`config.mk`:
```
export PLATFORM = sky130hd
export DESIGN_NAME = lru_page_replacement
export DESIGN_NICKNAME = d
export VERILOG_FILES = /design/src/rtl/lrupr_pkg.sv /design/src/rtl/lru_page_replacement.sv
export SDC_FILE = /design/constraint.sdc
export NUM_CORES = 1
export LEC_CHECK = 0
export BUFFER_PORTS_ARGS = -buffer_cell sky130_fd_sc_hd__buf_2
export CORE_ASPECT_RATIO = 1.75
export CORE_MARGIN = 5
export CORE_UTILIZATION = 53
export DETAILED_ROUTE_END_ITERATION = 10
export PLACE_DENSITY = 0.76
export REMOVE_ABC_BUFFERS = 1
export SLEW_MARGIN = 20
export SYNTH_ARGS = -nofsm -noshare
export SYNTH_HDL_FRONTEND = slang
export SYNTH_SLANG_ARGS = --single-unit
```
`constraint.sdc`:
```
create_clock -name clock -period 6.6 [get_ports clock]
set_input_delay 0.66 -clock clock [delete_from_list [all_inputs] [get_ports clock]]
set_output_delay 0.66 -clock clock [all_outputs]
set_load 0.03 [all_outputs]
```
`src/rtl/lrupr_pkg.sv`:
```
// ----------------------------------------------------------------------------
// lrupr_pkg
// shared constants for the lru page replacement unit
// ----------------------------------------------------------------------------
package lrupr_pkg;

   // frame count register
   localparam int unsigned CSR_BITS = 3;
   localparam logic [CSR_BITS-1:0] FRAMES_IN_USE_RESET = 3'd4;
   localparam logic [CSR_BITS-1:0] FRAMES_IN_USE_MIN = 3'd1;

   // stage valid flag
   typedef struct packed {
      logic valid;
   } lrupr_flag_type;

endpackage

```
`src/rtl/lru_page_replacement.sv`:
```
// ----------------------------------------------------------------------------
// lru_page_replacement
// lru page replacement unit with hit/miss reporting and saturating totals
// ----------------------------------------------------------------------------
// usage
//   req_* : one page reference per request, page number in req_tdata
//   rsp_* : one result per request, fields in rsp_tdata (see port comment)
//   csr_* : frames_in_use register, written while the unit is idle
// path: input register, then lookup/update, then result register
// throughput: one request per cycle while the receiver does not stall; the frame
//   compare, victim pick and rank update all sit in the single stage
//   between the two registers
// reset: all frames empty, ranks and totals zero, frames_in_use = 4
// receiver stall: the result register holds, the input register still takes
//   one more request, then req_tready drops until rsp_tready returns
// frames_in_use of 0 acts as 1, values above NUM_FRAMES act as NUM_FRAMES;
// frames out of use keep their contents and are not searched or replaced
// ----------------------------------------------------------------------------
module lru_page_replacement
   import lrupr_pkg::*;
#(
   parameter int unsigned NUM_FRAMES = 4,
   parameter int unsigned PAGE_BITS  = 16,
   parameter int unsigned COUNT_BITS = 16,
   localparam int unsigned SLOT_BITS = (NUM_FRAMES > 1) ? $clog2(NUM_FRAMES) : 1,
   localparam int unsigned REQ_W     = ((PAGE_BITS + 7) / 8) * 8,
   localparam int unsigned RSP_BITS  = 2 + SLOT_BITS + PAGE_BITS + 2 * COUNT_BITS,
   localparam int unsigned RSP_W     = ((RSP_BITS + 7) / 8) * 8
) (
   input  logic clock,
   input  logic reset,

   // request channel
   input  logic                          req_tvalid,
   output logic                          req_tready,
   input  logic [REQ_W-1:0]              req_tdata,   // page_number

   // result channel
   output logic                          rsp_tvalid,
   input  logic                          rsp_tready,
   // hit, frame_slot, evicted_valid, evicted_page, hit_total, miss_total
   output logic [RSP_W-1:0]              rsp_tdata,

   // configuration
   input  logic                          csr_wr_en,
   input  logic [CSR_BITS-1:0]           csr_wr_data  // frames_in_use
);

   localparam logic [SLOT_BITS-1:0] MAX_RANK = SLOT_BITS'(NUM_FRAMES - 1);

   // configuration register
   logic [CSR_BITS-1:0] frames_in_use_ff;

   // frame table
   logic [PAGE_BITS-1:0] frame_page_ff [NUM_FRAMES];
   logic [PAGE_BITS-1:0] frame_page_in [NUM_FRAMES];
   logic [NUM_FRAMES-1:0] frame_valid_ff, frame_valid_in;
   logic [SLOT_BITS-1:0] rank_ff [NUM_FRAMES];
   logic [SLOT_BITS-1:0] rank_in [NUM_FRAMES];
   logic [COUNT_BITS-1:0] hit_count_ff, hit_count_in;
   logic [COUNT_BITS-1:0] miss_count_ff, miss_count_in;

   // input register
   lrupr_flag_type        in_stage_ff;
   logic [PAGE_BITS-1:0]  in_page_ff;

   // result register
   lrupr_flag_type        out_stage_ff;
   logic                  out_hit_ff, out_hit_in;
   logic [SLOT_BITS-1:0]  out_slot_ff, out_slot_in;
   logic                  out_ev_valid_ff, out_ev_valid_in;
   logic [PAGE_BITS-1:0]  out_ev_page_ff, out_ev_page_in;

   logic advance;
   logic req_accept;

   // lookup signals
   logic [CSR_BITS-1:0]   n_eff;
   logic [NUM_FRAMES-1:0] active;
   logic                  hit_found, empty_found;
   logic [SLOT_BITS-1:0]  hit_slot, empty_slot, victim_slot, best_rank, sel_slot;
   logic [SLOT_BITS-1:0]  old_rank;
   logic                  use_old_rank;

   assign advance    = in_stage_ff.valid && (!out_stage_ff.valid || rsp_tready);
   assign req_tready = !in_stage_ff.valid || advance;
   assign req_accept = req_tvalid && req_tready;

   // active frame count: 0 acts as 1, values above NUM_FRAMES enable all frames
   assign n_eff = (frames_in_use_ff == '0) ? FRAMES_IN_USE_MIN : frames_in_use_ff;

   always_comb begin
      for (int g = 0; g < NUM_FRAMES; g++) begin
         active[g] = (g < int'(n_eff));
      end
   end

   // lowest matching frame and lowest empty frame among the active frames
   always_comb begin
      hit_found   = 1'b0;
      hit_slot    = '0;
      empty_found = 1'b0;
      empty_slot  = '0;
      for (int g = NUM_FRAMES - 1; g >= 0; g--) begin
         if (active[g] && frame_valid_ff[g] && (frame_page_ff[g] == in_page_ff)) begin
            hit_found = 1'b1;
            hit_slot  = SLOT_BITS'(g);
         end
         if (active[g] && !frame_valid_ff[g]) begin
            empty_found = 1'b1;
            empty_slot  = SLOT_BITS'(g);
         end
      end
   end

   // largest rank wins, ties go to the lower frame
   always_comb begin
      best_rank   = '0;
      victim_slot = '0;
      for (int g = 0; g < NUM_FRAMES; g++) begin
         if (active[g] && (rank_ff[g] > best_rank)) begin
            best_rank   = rank_ff[g];
            victim_slot = SLOT_BITS'(g);
         end
      end
   end

   always_comb begin
      if (hit_found) begin
         sel_slot = hit_slot;
      end else if (empty_found) begin
         sel_slot = empty_slot;
      end else begin
         sel_slot = victim_slot;
      end
      // on a miss every other active valid frame ages
      use_old_rank = hit_found;
      old_rank     = rank_ff[hit_slot];
   end

   // next state of the frame table, totals and result fields
   always_comb begin
      frame_page_in  = frame_page_ff;
      frame_valid_in = frame_valid_ff;
      rank_in        = rank_ff;
      hit_count_in   = hit_count_ff;
      miss_count_in  = miss_count_ff;

      out_hit_in      = hit_found;
      out_slot_in     = sel_slot;
      out_ev_valid_in = !hit_found && !empty_found;
      out_ev_page_in  = out_ev_valid_in ? frame_page_ff[victim_slot] : '0;

      if (!hit_found) begin
         frame_page_in[sel_slot]  = in_page_ff;
         frame_valid_in[sel_slot] = 1'b1;
      end

      for (int g = 0; g < NUM_FRAMES; g++) begin
         if (active[g] && (SLOT_BITS'(g) != sel_slot) && frame_valid_ff[g] &&
             (!use_old_rank || (rank_ff[g] < old_rank)) && (rank_ff[g] < MAX_RANK)) begin
            rank_in[g] = rank_ff[g] + 1'b1;
         end
      end
      rank_in[sel_slot] = '0;

      if (hit_found) begin
         if (hit_count_ff != '1) begin
            hit_count_in = hit_count_ff + 1'b1;
         end
      end else begin
         if (miss_count_ff != '1) begin
            miss_count_in = miss_count_ff + 1'b1;
         end
      end
   end

   // control and table state
   always_ff @(posedge clock) begin
      if (reset) begin
         frames_in_use_ff  <= FRAMES_IN_USE_RESET;
         in_stage_ff.valid <= 1'b0;
         out_stage_ff.valid <= 1'b0;
         frame_valid_ff    <= '0;
         hit_count_ff      <= '0;
         miss_count_ff     <= '0;
         for (int g = 0; g < NUM_FRAMES; g++) begin
            rank_ff[g] <= '0;
         end
      end else begin
         if (csr_wr_en) begin
            frames_in_use_ff <= csr_wr_data;
         end
         if (req_accept) begin
            in_stage_ff.valid <= 1'b1;
         end else if (advance) begin
            in_stage_ff.valid <= 1'b0;
         end
         if (advance) begin
            out_stage_ff.valid <= 1'b1;
            frame_valid_ff     <= frame_valid_in;
            rank_ff            <= rank_in;
            hit_count_ff       <= hit_count_in;
            miss_count_ff      <= miss_count_in;
         end else if (rsp_tready) begin
            out_stage_ff.valid <= 1'b0;
         end
      end
   end

   // payload registers
   always_ff @(posedge clock) begin
      if (req_accept) begin
         in_page_ff <= req_tdata[PAGE_BITS-1:0];
      end
      if (advance) begin
         frame_page_ff   <= frame_page_in;
         out_hit_ff      <= out_hit_in;
         out_slot_ff     <= out_slot_in;
         out_ev_valid_ff <= out_ev_valid_in;
         out_ev_page_ff  <= out_ev_page_in;
      end
   end

   // totals in the result are the counters after this request
   assign rsp_tvalid = out_stage_ff.valid;
   assign rsp_tdata  = RSP_W'({miss_count_ff, hit_count_ff, out_ev_page_ff,
                               out_ev_valid_ff, out_slot_ff, out_hit_ff});

endmodule

```
==> flow_summary.toml, run 1 <==
[synth]
synth_area_per_cell_um2 = 10.7
ys_warn_count = 0
synth_top_area_share_pct = 40.5
syn_inst = 694
ys_ff_latch = 149
synthArstFlopShare_pct = 0
synth_edf_count = 100
synth_cell_types = 70
synth_most_common_cell = "edfxtp_1"
netlist_area_um2 = 7420
yosysSeqAreaShare_pct = 53.7
synthTopCellsByCount = "edfxtp_1 (100), nor2_1 (79), nand2_1 (67), dfxtp_1 (49), xnor2_1 (48)"
synth_top_area_cell = "edfxtp_1"
synthTopCellsByArea = "edfxtp_1 (40%), dfxtp_1 (13%), xnor2_1 (5.7%), xor2_1 (4.6%), nor2_1 (4.0%)"
synthFlopType = "edfxtp_1"

[power_and_ir_drop]
power.density_nw_per_um2 = 260
p_switching_mw = 0.565
clkPwrFrac_pct = 42.8
power_frac_seq_pct = 47.3
p_int_mw = 1.66
pwr-share-comb_pct = 9.9
power_leakage_nw = 3.16
max-vdd-ir-drop_mv = 0.204
p_sw_share_pct = 25.5

[worst_setup_path]
path_cells = "inv_1, ha_1, nand2b_1, ha_1, nor2b_1, o21ai_1, mux2_2, ha_1, nor2b_1, o21ai_2, mux2_2, ha_1, nand2_1, o211ai_1, a31oi_1, o21ai_0, inv_1, and3_2, nor2_1, nor2_1"
required_ns = 6.87
crit_path_top_delay_cell = "o21ai_2"
endpoint = "frame_valid_ff[3]"
arrival_ns = 5.74
r2r_end = "frame_valid_ff[3]"
r2r_slack_ns = 1.13
critPathMaxStageDelay_ns = 0.57
rr_worst_depth = 20
r2r_start = "rank_ff[6]"
criticalPathCategory = "register to register"
cpMostUsedCell = "ha_1"
critPathMaxFanout = 18
setup.worst_path.start_class = "register"
end_kind = "register"
cp-startpoint = "rank_ff[6]"

[die]
rows = 57
io_pins = 82
start_util_pct = 53.6
dieArea_um2 = 16600
die_w_um = 99.4
die_h_um = 167
core_area_um2 = 13800

[min_path]
hold_path_class = "input port to register"

[placed_design]
gp_congestion = 1.00
place_area_um2 = 7950
io_buffers = 77
dp_cells = 925
hpwlAfterDp_um = 14500
pre_cts_ws_ns = 1.25

[detailed_routing]
wl_per_cell_um = 20.3
via_count = 5720
drt_iter0_drc = 290
vias_per_cell = 5.98
drt_drc_violations_left = 0
dr.pass1.iters = 5
routed_wl_um = 19500
ant_nets = 0

[timing]
hold_slack_ns = 0.409
fmax_ghz = 0.183
finalHoldViolCount = 0
min_period_ns = 5.47
min_period_over_period_pct = 82.8
rsz0062_at_grt = "no"
setup_viol = 0
tightest_slew_ns = 1.04
finalClockSkew_ns = 0.0126
setup_slack_ns = 1.13
relSlewSlack_pct = 30.0
slew_violations = 0

[clock_network]
clk_latency_ns = 0.42
post_cts_buffers = 0
clk_pin_slew_ns = 0.07
clockBufferDepth = 2
clock-sinks = 149
cts-root-buf = "clkbuf_16"
h-tree-depth = 4
hold_buffers = 0
cts_resized = 0
cts_tree = "yes"
cts_buffers = 17

[global_routing]
grt.overflow.total = 0
grt_pass1_wl_um = 30400
grt_pass1_vias = 5795
antenna_found_initial = 0
grt_usage_pct = 23.9
grt_max_degree = 44

[flow_run]
cap_violations = 0

[outcome]
status = "finished, final reports clean"

[final_layout]
antenna_cells = 0
syn_to_final_growth_pct = 15.0
final_area_um2 = 8530
drive_gt1_share_pct = 17.1
fin_cells = 957
fin_util_pct = 61.6
nNetsFinal = 808
-- layer usage --
| metal | global-route usage (%) | wire length [um] | vias up |
|---|---|---|---|
| li1 | - | - | 2656 |
| met1 | 24.7 | 6630 | 2764 |
| met2 | 40.6 | 10100 | 211 |
| met3 | 4.02 | 910 | 89 |
| met4 | 20.6 | 1830 | 0 |
| met5 | 0 | 0 | - |
-- how the worst min path moves through the flow --
stage | start | to | cells after the start
finish | req_tdata[9] | in_page_ff[9] | 1
global route | req_tdata[9] | in_page_ff[9] | 1
CTS | req_tdata[9] | in_page_ff[9] | 1
detailed placement | miss_count_ff[11] | miss_count_ff[11] | 2
global placement | miss_count_ff[11] | miss_count_ff[11] | 2
floorplan | frames_in_use_ff[0] | frames_in_use_ff[0] | 2
-- critical path, delay by kind of cell, from the launching register on --
kind / cells / cell delay [ns]
AOI/OAI and AO/OA: 5 / 1.50
adders and majority gates: 4 / 1.07
buffers and inverters: 2 / 0.32
DFF: 1 / 0.45
muxes: 2 / 0.80
and+or+nand+nor: 7 / 1.18
-- cell families (layout without fill, tap and decap cells) --
logic type / count (synthesis) / after routing / share of synthesized area, %
AND/OR/NAND/NOR: 265 / 265 / 18.0
flip-flops: 149 / 149 / 53.7
AO/OA/AOI/OAI: 106 / 106 / 9.92
XOR/XNOR: 87 / 87 / 10.3
buffers and inverters: 55 / 138 / 3.24
adder cells (fa/ha/maj): 17 / 17 / 2.87
multiplexers: 14 / 14 / 1.96
other: 1 / 4 / 0.0506
-- registers in the layout, summed over array words and instances, names as in the netlist --
name / flops
hit_count_ff: 16
frame_page_ff: 64
frame_valid_ff: 4
frames_in_use_ff: 3
out_ev_page_ff: 16
rank_ff: 8
rsp_tvalid: 1
in_stage_ff: 1
out_hit_ff: 1
out_slot_ff: 2
out_ev_valid_ff: 1
miss_count_ff: 16
in_page_ff: 16
-- cell usage in the layout (no fill, tap or decap), types with 10 or more instances in the layout --
| cell type | n |
|---|---|
| a311oi_1 | 17 |
| dfxtp_1 | 49 |
| edfxtp_1 | 100 |
| nand2_1 | 67 |
| nor3_1 | 12 |
| mux2i_1 | 10 |
| xor2_1 | 39 |
| xnor2_1 | 48 |
| or3_1 | 11 |
| nand3_1 | 19 |
| inv_1 | 20 |
| buf_2 | 77 |
| clkbuf_16 | 17 |
| ha_1 | 17 |
| nand4_1 | 16 |
| nor2_1 | 79 |
| o21ai_0 | 16 |
| a21oi_1 | 33 |
-- cell type report --
cell class	count	area [um^2]
repair buffers	83	430
clock buffers	18	429
flip-flops and latches	149	3980
multi-input cells	493	3220
clock inverters	14	151
well taps	177	221
fillers	1130	5310
inverters	23	88.8
-- through the flow --
step | total power, mW | setup TNS, ns
2_1_floorplan | 1.20 | -66.36
3_3_place_gp | 1.28 | 0
3_5_place_dp | 1.29 | 0
4_1_cts | 2.24 | 0
5_1_grt | 2.31 | 0
6_report | 2.22 | 0
-- power groups by stage --
stage               logic (mW)  clock network, mW  registers (mW)
global route             0.237               1.02            1.05
detailed placement       0.216                  0            1.07
global placement         0.210                  0            1.07
floorplan                0.132                  0            1.07
finish                   0.219              0.951            1.05
CTS                      0.218              0.967            1.05
No activity file was read; power rests on OpenSTA's default activity.
==> inputs of run 2 (changes only) <==
- ABC_AREA: default -> 1
- CORE_UTILIZATION: 53 -> 54
- PLACE_DENSITY: 0.76 -> 0.77
- clock period: 6.6 -> 4.8 ns (I/O delays scaled with it)
==> run 2 against run 1 <==
Effect of this change:
- cell count up 32%
- global-route usage rose by 4.6 points
- non-clock buffer count increased by 12
- utilization up 2.1 points
- largest power group unchanged
==> flow_summary.toml, run 2 <==
[worst_setup_path]
arrival_ns = 4.65
end_kind = "register"
path_delay_family = "simple AND/OR/NAND/NOR gates"
path_buf_inv = 7
required_ns = 4.94
critPathMaxStageDelay_ns = 0.35
crit_path_top_delay_cell = "dfxtp_2"
criticalPathCategory = "register to register"
setup.worst_path.start_class = "register"
critPathMaxFanout = 8

[clock_network]
clockBufferDepth = 2
clk_pin_slew_ns = 0.07
clock-sinks = 149
cts_tree = "yes"
cts_buffers = 17
clk_latency_ns = 0.43
cts-root-buf = "clkbuf_16"
h-tree-depth = 4

[power_and_ir_drop]
power.density_nw_per_um2 = 320
max-vdd-ir-drop_mv = 0.233
finalPower_mw = 3.04
power_leakage_nw = 3.91

[global_routing]
grt_pass1_vias = 7183
grt_usage_pct = 28.4
grt_max_degree = 28
grt_pass1_wl_um = 38300
grt.overflow.total = 0
antenna_found_initial = 0

[placed_design]
gp_congestion = 0.995
dp_cells = 1232
io_buffers = 77
hpwlAfterDp_um = 18600
pre_cts_ws_ns = -0.0139

[synth]
synth_top_area_cell = "edfxtp_1"
synth_top_area_share_pct = 36.6
synthTopCellsByCount = "nand2_1 (210), inv_1 (116), edfxtp_1 (100), nor2_1 (81), a21oi_1 (69)"
ys_warn_count = 0
synthTopCellsByArea = "edfxtp_1 (37%), dfxtp_1 (12%), nand2_1 (9.6%), inv_1 (5.3%), a21oi_1 (4.2%)"
synth_cell_types = 49
ys_ff_latch = 149
synth_most_common_cell = "nand2_1"
synth_area_per_cell_um2 = 8.38
synthArstFlopShare_pct = 0
yosysSeqAreaShare_pct = 48.6
syn_inst = 979
synthFlopType = "edfxtp_1"
synth_edf_count = 100
netlist_area_um2 = 8200

[final_layout]
fin_util_pct = 63.8
largest_register_ff_count = 64
layout_common_cells = "nand2_1 (208), inv_1 (115), edfxtp_1 (100), nor2_1 (77), buf_2 (77)"
final_common_cell = "nand2_1"
antenna_cells = 0
fill_cells = 1293
syn_to_final_growth_pct = 15.9
nNetsFinal = 1112
drive_gt1_share_pct = 19.7
fin_cells = 1267
largest-register = "frame_page_ff"

[detailed_routing]
via_count = 7238
routed_wl_um = 24600
drt_drc_violations_left = 0
ant_nets = 0
wl_per_cell_um = 19.4
drt_iter0_drc = 330
vias_per_cell = 5.71
dr.pass1.iters = 5

[min_path]
hold_path_class = "input port to register"

[die]
die_h_um = 173
core_area_um2 = 14900
start_util_pct = 55.0
die_w_um = 103
rows = 59
io_pins = 82
dieArea_um2 = 17900

[timing]
slew_violations = 0
finalClockSkew_ns = 0.00967
min_period_over_period_pct = 94.0
relSlewSlack_pct = 37.6
fin_tns_setup_ns = 0
fmax_ghz = 0.222
finalHoldViolCount = 0
setup_slack_ns = 0.287
min_period_ns = 4.51
setup_viol = 0
tightest_slew_ns = 0.935

[flow_run]
cap_violations = 0

[outcome]
status = "finished, final reports clean"
[run 2: cell types whose count changed after synthesis, moves of 17 or more]
cell,before,now
a21oi_1,33,69
a311oi_1,17,0
inv_1,21,116
inv_2,0,18
nand2_1,67,210
nand3_1,19,44
o21ai_0,17,55
xnor2_1,48,13
xor2_1,39,17
[run 2: layout make-up]
class / count / area, um^2 / share of cell area [%]
inverter: 134 / 503 / 5.29
clock buffer: 17 / 425 / 4.47
timing repair buffer: 95 / 547 / 5.75
sequential: 149 / 3990 / 41.9
tap: 183 / 229 / 2.41
multi-input combinational: 674 / 3660 / 38.5
clock inverter: 15 / 160 / 1.68
[run 2: logic make-up (layout without fill, tap and decap cells)]
logic type	after synthesis	after routing	share of synthesized area (%)
and+or+nand+nor	464	464	27.1
AOI/OAI and AO/OA	159	159	10.8
buffers and inverters	159	261	7.72
DFF	149	149	48.6
xor gates and xnor gates	30	30	3.20
adders and majority gates	17	17	2.59
other	1	4	0.0457
[run 2: layer usage]
layer	global-route usage (%)	vias up	wire, um	share of wire [%]
met2	48.7	295	12800	52
met1	29.8	3363	8140	33
met5	0	-	0	0
met3	5.12	114	1430	5.8
met4	21.1	0	2200	9.0
li1	-	3466	-	-
[run 2: power breakdown]
group          internal (mW)  leakage [nW]  switching, mW
logic                 0.0763          2.30          0.177
registers               1.40          1.33         0.0386
clock network          0.738         0.283          0.609
[run 2: path summary, 6_finish.rpt]
path,startpoint,end,slack (ns),cells past startpoint
max reg2reg,rank_ff[6],frame_page_ff[50],0.29,27
min,req_tdata[1],in_page_ff[1],0.22,1
max,rank_ff[6],frame_page_ff[50],0.29,27
min reg2reg,rank_ff[7],rank_ff[7],0.49,2
[run 2: what timing repair did]
| action | 4_1_cts | 5_1_grt |
|---|---|---|
| hold buffers | 0 | 0 |
| pin swaps | 0 | 3 |
| setup buffers | 0 | 1 |
| resized for setup | 1 | 30 |
| endpoints found under the setup margin | 16 | 81 |
| cloned | 0 | 2 |
[run 2: stage by stage]
step | instance area (um^2) | hold slack [ns]
after floorplan | 8080 | 0.463
after global placement | 8820 | 0.481
after detailed placement | 8820 | 0.488
after CTS | 9400 | 0.208
after global routing | 9510 | 0.204
final | 9510 | 0.223
==> inputs of run 3 (changes only) <==
- ABC_AREA: 1 -> default
- CORE_MARGIN: 5 -> 4
- CORE_UTILIZATION: 54 -> 53
- PLACE_DENSITY: 0.77 -> 0.76
==> run 3 against run 2 <==
Effect of this change:
- combinational power up 23%
- clock-buffer cell count increased by 1
- global-route usage fell by 4.4 points
- maximum frequency is 1.3% lower
- clock skew up 0.0022 ns
- highest routed layer unchanged
==> flow_summary.toml, run 3 (synthesized netlist as in run 1, its figures left out) <==
[detailed_routing]
drt_iter0_drc = 321
dr.pass1.iters = 5
ant_nets = 0
via_count = 5763
drt_drc_violations_left = 0
wl_met1_um = 6900
vias_per_cell = 5.97
routed.top_layer = "met4"
routed_wl_um = 19500
wl_met2_um = 10500
wl_per_cell_um = 20.2
wl_met3_um = 857

[global_routing]
grt_max_degree = 44
grt_pass1_vias = 5749
grt_pass1_wl_um = 29800
antenna_found_initial = 0
grt.overflow.total = 0
grt_usage_pct = 24.0

[clock_network]
clock-sinks = 149
clk_latency_ns = 0.42
clockBufferDepth = 2
cts-root-buf = "clkbuf_16"
h-tree-depth = 4
cts_buffers = 17
cts_tree = "yes"
clk_pin_slew_ns = 0.07

[die]
rows = 57
die_h_um = 165
io_pins = 82
dieArea_um2 = 16000
core_area_um2 = 13800
start_util_pct = 53.6
die_w_um = 97.4

[worst_setup_path]
critPathMaxFanout = 8
cpMostUsedCell = "ha_1"
rr_worst_depth = 20
end_kind = "register"
arrival_ns = 4.70
crit_path_top_delay_cell = "dfxtp_2"
path_cells = "inv_1, ha_1, nand2b_1, ha_1, nor2b_1, o21ai_2, mux2_2, ha_1, nor2b_1, o21ai_2, mux2_2, ha_1, nand2_1, o211ai_1, a31oi_1, o21ai_2, inv_2, nand2_2, nor3_4, buf_6"
required_ns = 4.93
critPathMaxStageDelay_ns = 0.37
criticalPathCategory = "register to register"
setup.worst_path.start_class = "register"

[final_layout]
drive_gt1_share_pct = 18.5
syn_to_final_growth_pct = 16.7
fill_cells = 1150
layout_common_cells = "edfxtp_1 (100), nor2_1 (79), buf_2 (77), nand2_1 (66)"
nNetsFinal = 817
largest-register = "frame_page_ff"
regArea_um2 = 3990
final_area_um2 = 8660
largest_register_ff_count = 64
final_common_cell = "edfxtp_1"
multi_input_area_um2 = 3240
antenna_cells = 0

[min_path]
holdPathStages = 1
hold_path_class = "input port to register"

[placed_design]
place_area_um2 = 7990
gp_congestion = 0.941
io_buffers = 77
hpwlAfterDp_um = 14100

[timing]
finalHoldViolCount = 0
slew_violations = 0
min_period_ns = 4.57
setup_viol = 0
tightest_slew_ns = 0.848
fmax_ghz = 0.219
finalClockSkew_ns = 0.0118
min_period_over_period_pct = 95.3
relSlewSlack_pct = 43.4

[power_and_ir_drop]
finalPower_mw = 3.12
power.density_nw_per_um2 = 360
max-vdd-ir-drop_mv = 0.288
power_leakage_nw = 3.22

[flow_run]
cap_violations = 0

[outcome]
status = "finished, final reports clean"
-- run 3: layer usage --
metal | vias up | global-route usage [%]
li1 | 2682 | -
met5 | - | 0
met3 | 61 | 3.51
met4 | 0 | 18.1
met1 | 2789 | 24.3
met2 | 231 | 44.2
-- run 3: repair_timing --
action / 4_1_cts / 5_1_grt
hold buffers: 0 / 0
endpoints found under the setup margin: 0 / 74
resized for setup: 0 / 16
buffers inserted: 0 / 2
-- run 3: worst paths after layout --
check | startpoint | end | slack, ns
setup / recovery | rank_ff[7] | frame_page_ff[27] | 0.23
hold / removal | req_tdata[12] | in_page_ff[12] | 0.23
setup reg to reg | rank_ff[7] | frame_page_ff[27] | 0.23
hold reg to reg | miss_count_ff[11] | miss_count_ff[11] | 0.50
-- run 3: cell type report --
cell class	instances	area share, %
Tap cell	177	2.56
Timing Repair Buffer	92	5.97
Inverter	23	1.03
Clock inverter	14	2.01
Clock buffer	18	4.96
Sequential cell	149	46.0
Multi-Input combinational cell	493	37.5
-- run 3: through the flow --
stage          hold WS [ns]  std cells  worst slack (ns)  setup TNS [ns]  util [%]
2_1_floorplan         0.461        665             -3.13         -230.47         -
6_report              0.231        966             0.225               0      62.6
3_5_place_dp          0.505        930             0.138               0      57.7
3_3_place_gp          0.473        930             0.270               0      57.7
4_1_cts               0.222        962            0.0499               0      62.1
5_1_grt               0.220        966           -0.0319          -0.323      62.6
-- run 3: worst max-delay path, delay by kind of cell, from the launching register on --
family / cells / cell delay [ns]
muxes: 2 / 0.73
and+or+nand+nor: 6 / 0.94
buffers and inverters: 3 / 0.40
DFF: 1 / 0.37
adders and majority gates: 4 / 1.03
AOI/OAI and AO/OA: 5 / 0.81
-- run 3: report_power, final --
part	internal, mW	leakage, nW	switching (mW)	total [mW]
Sequential	1.40	1.33	0.0403	1.44
Combinational	0.110	1.60	0.203	0.313
Clock	0.823	0.287	0.539	1.36
Total	2.34	3.22	0.782	3.12
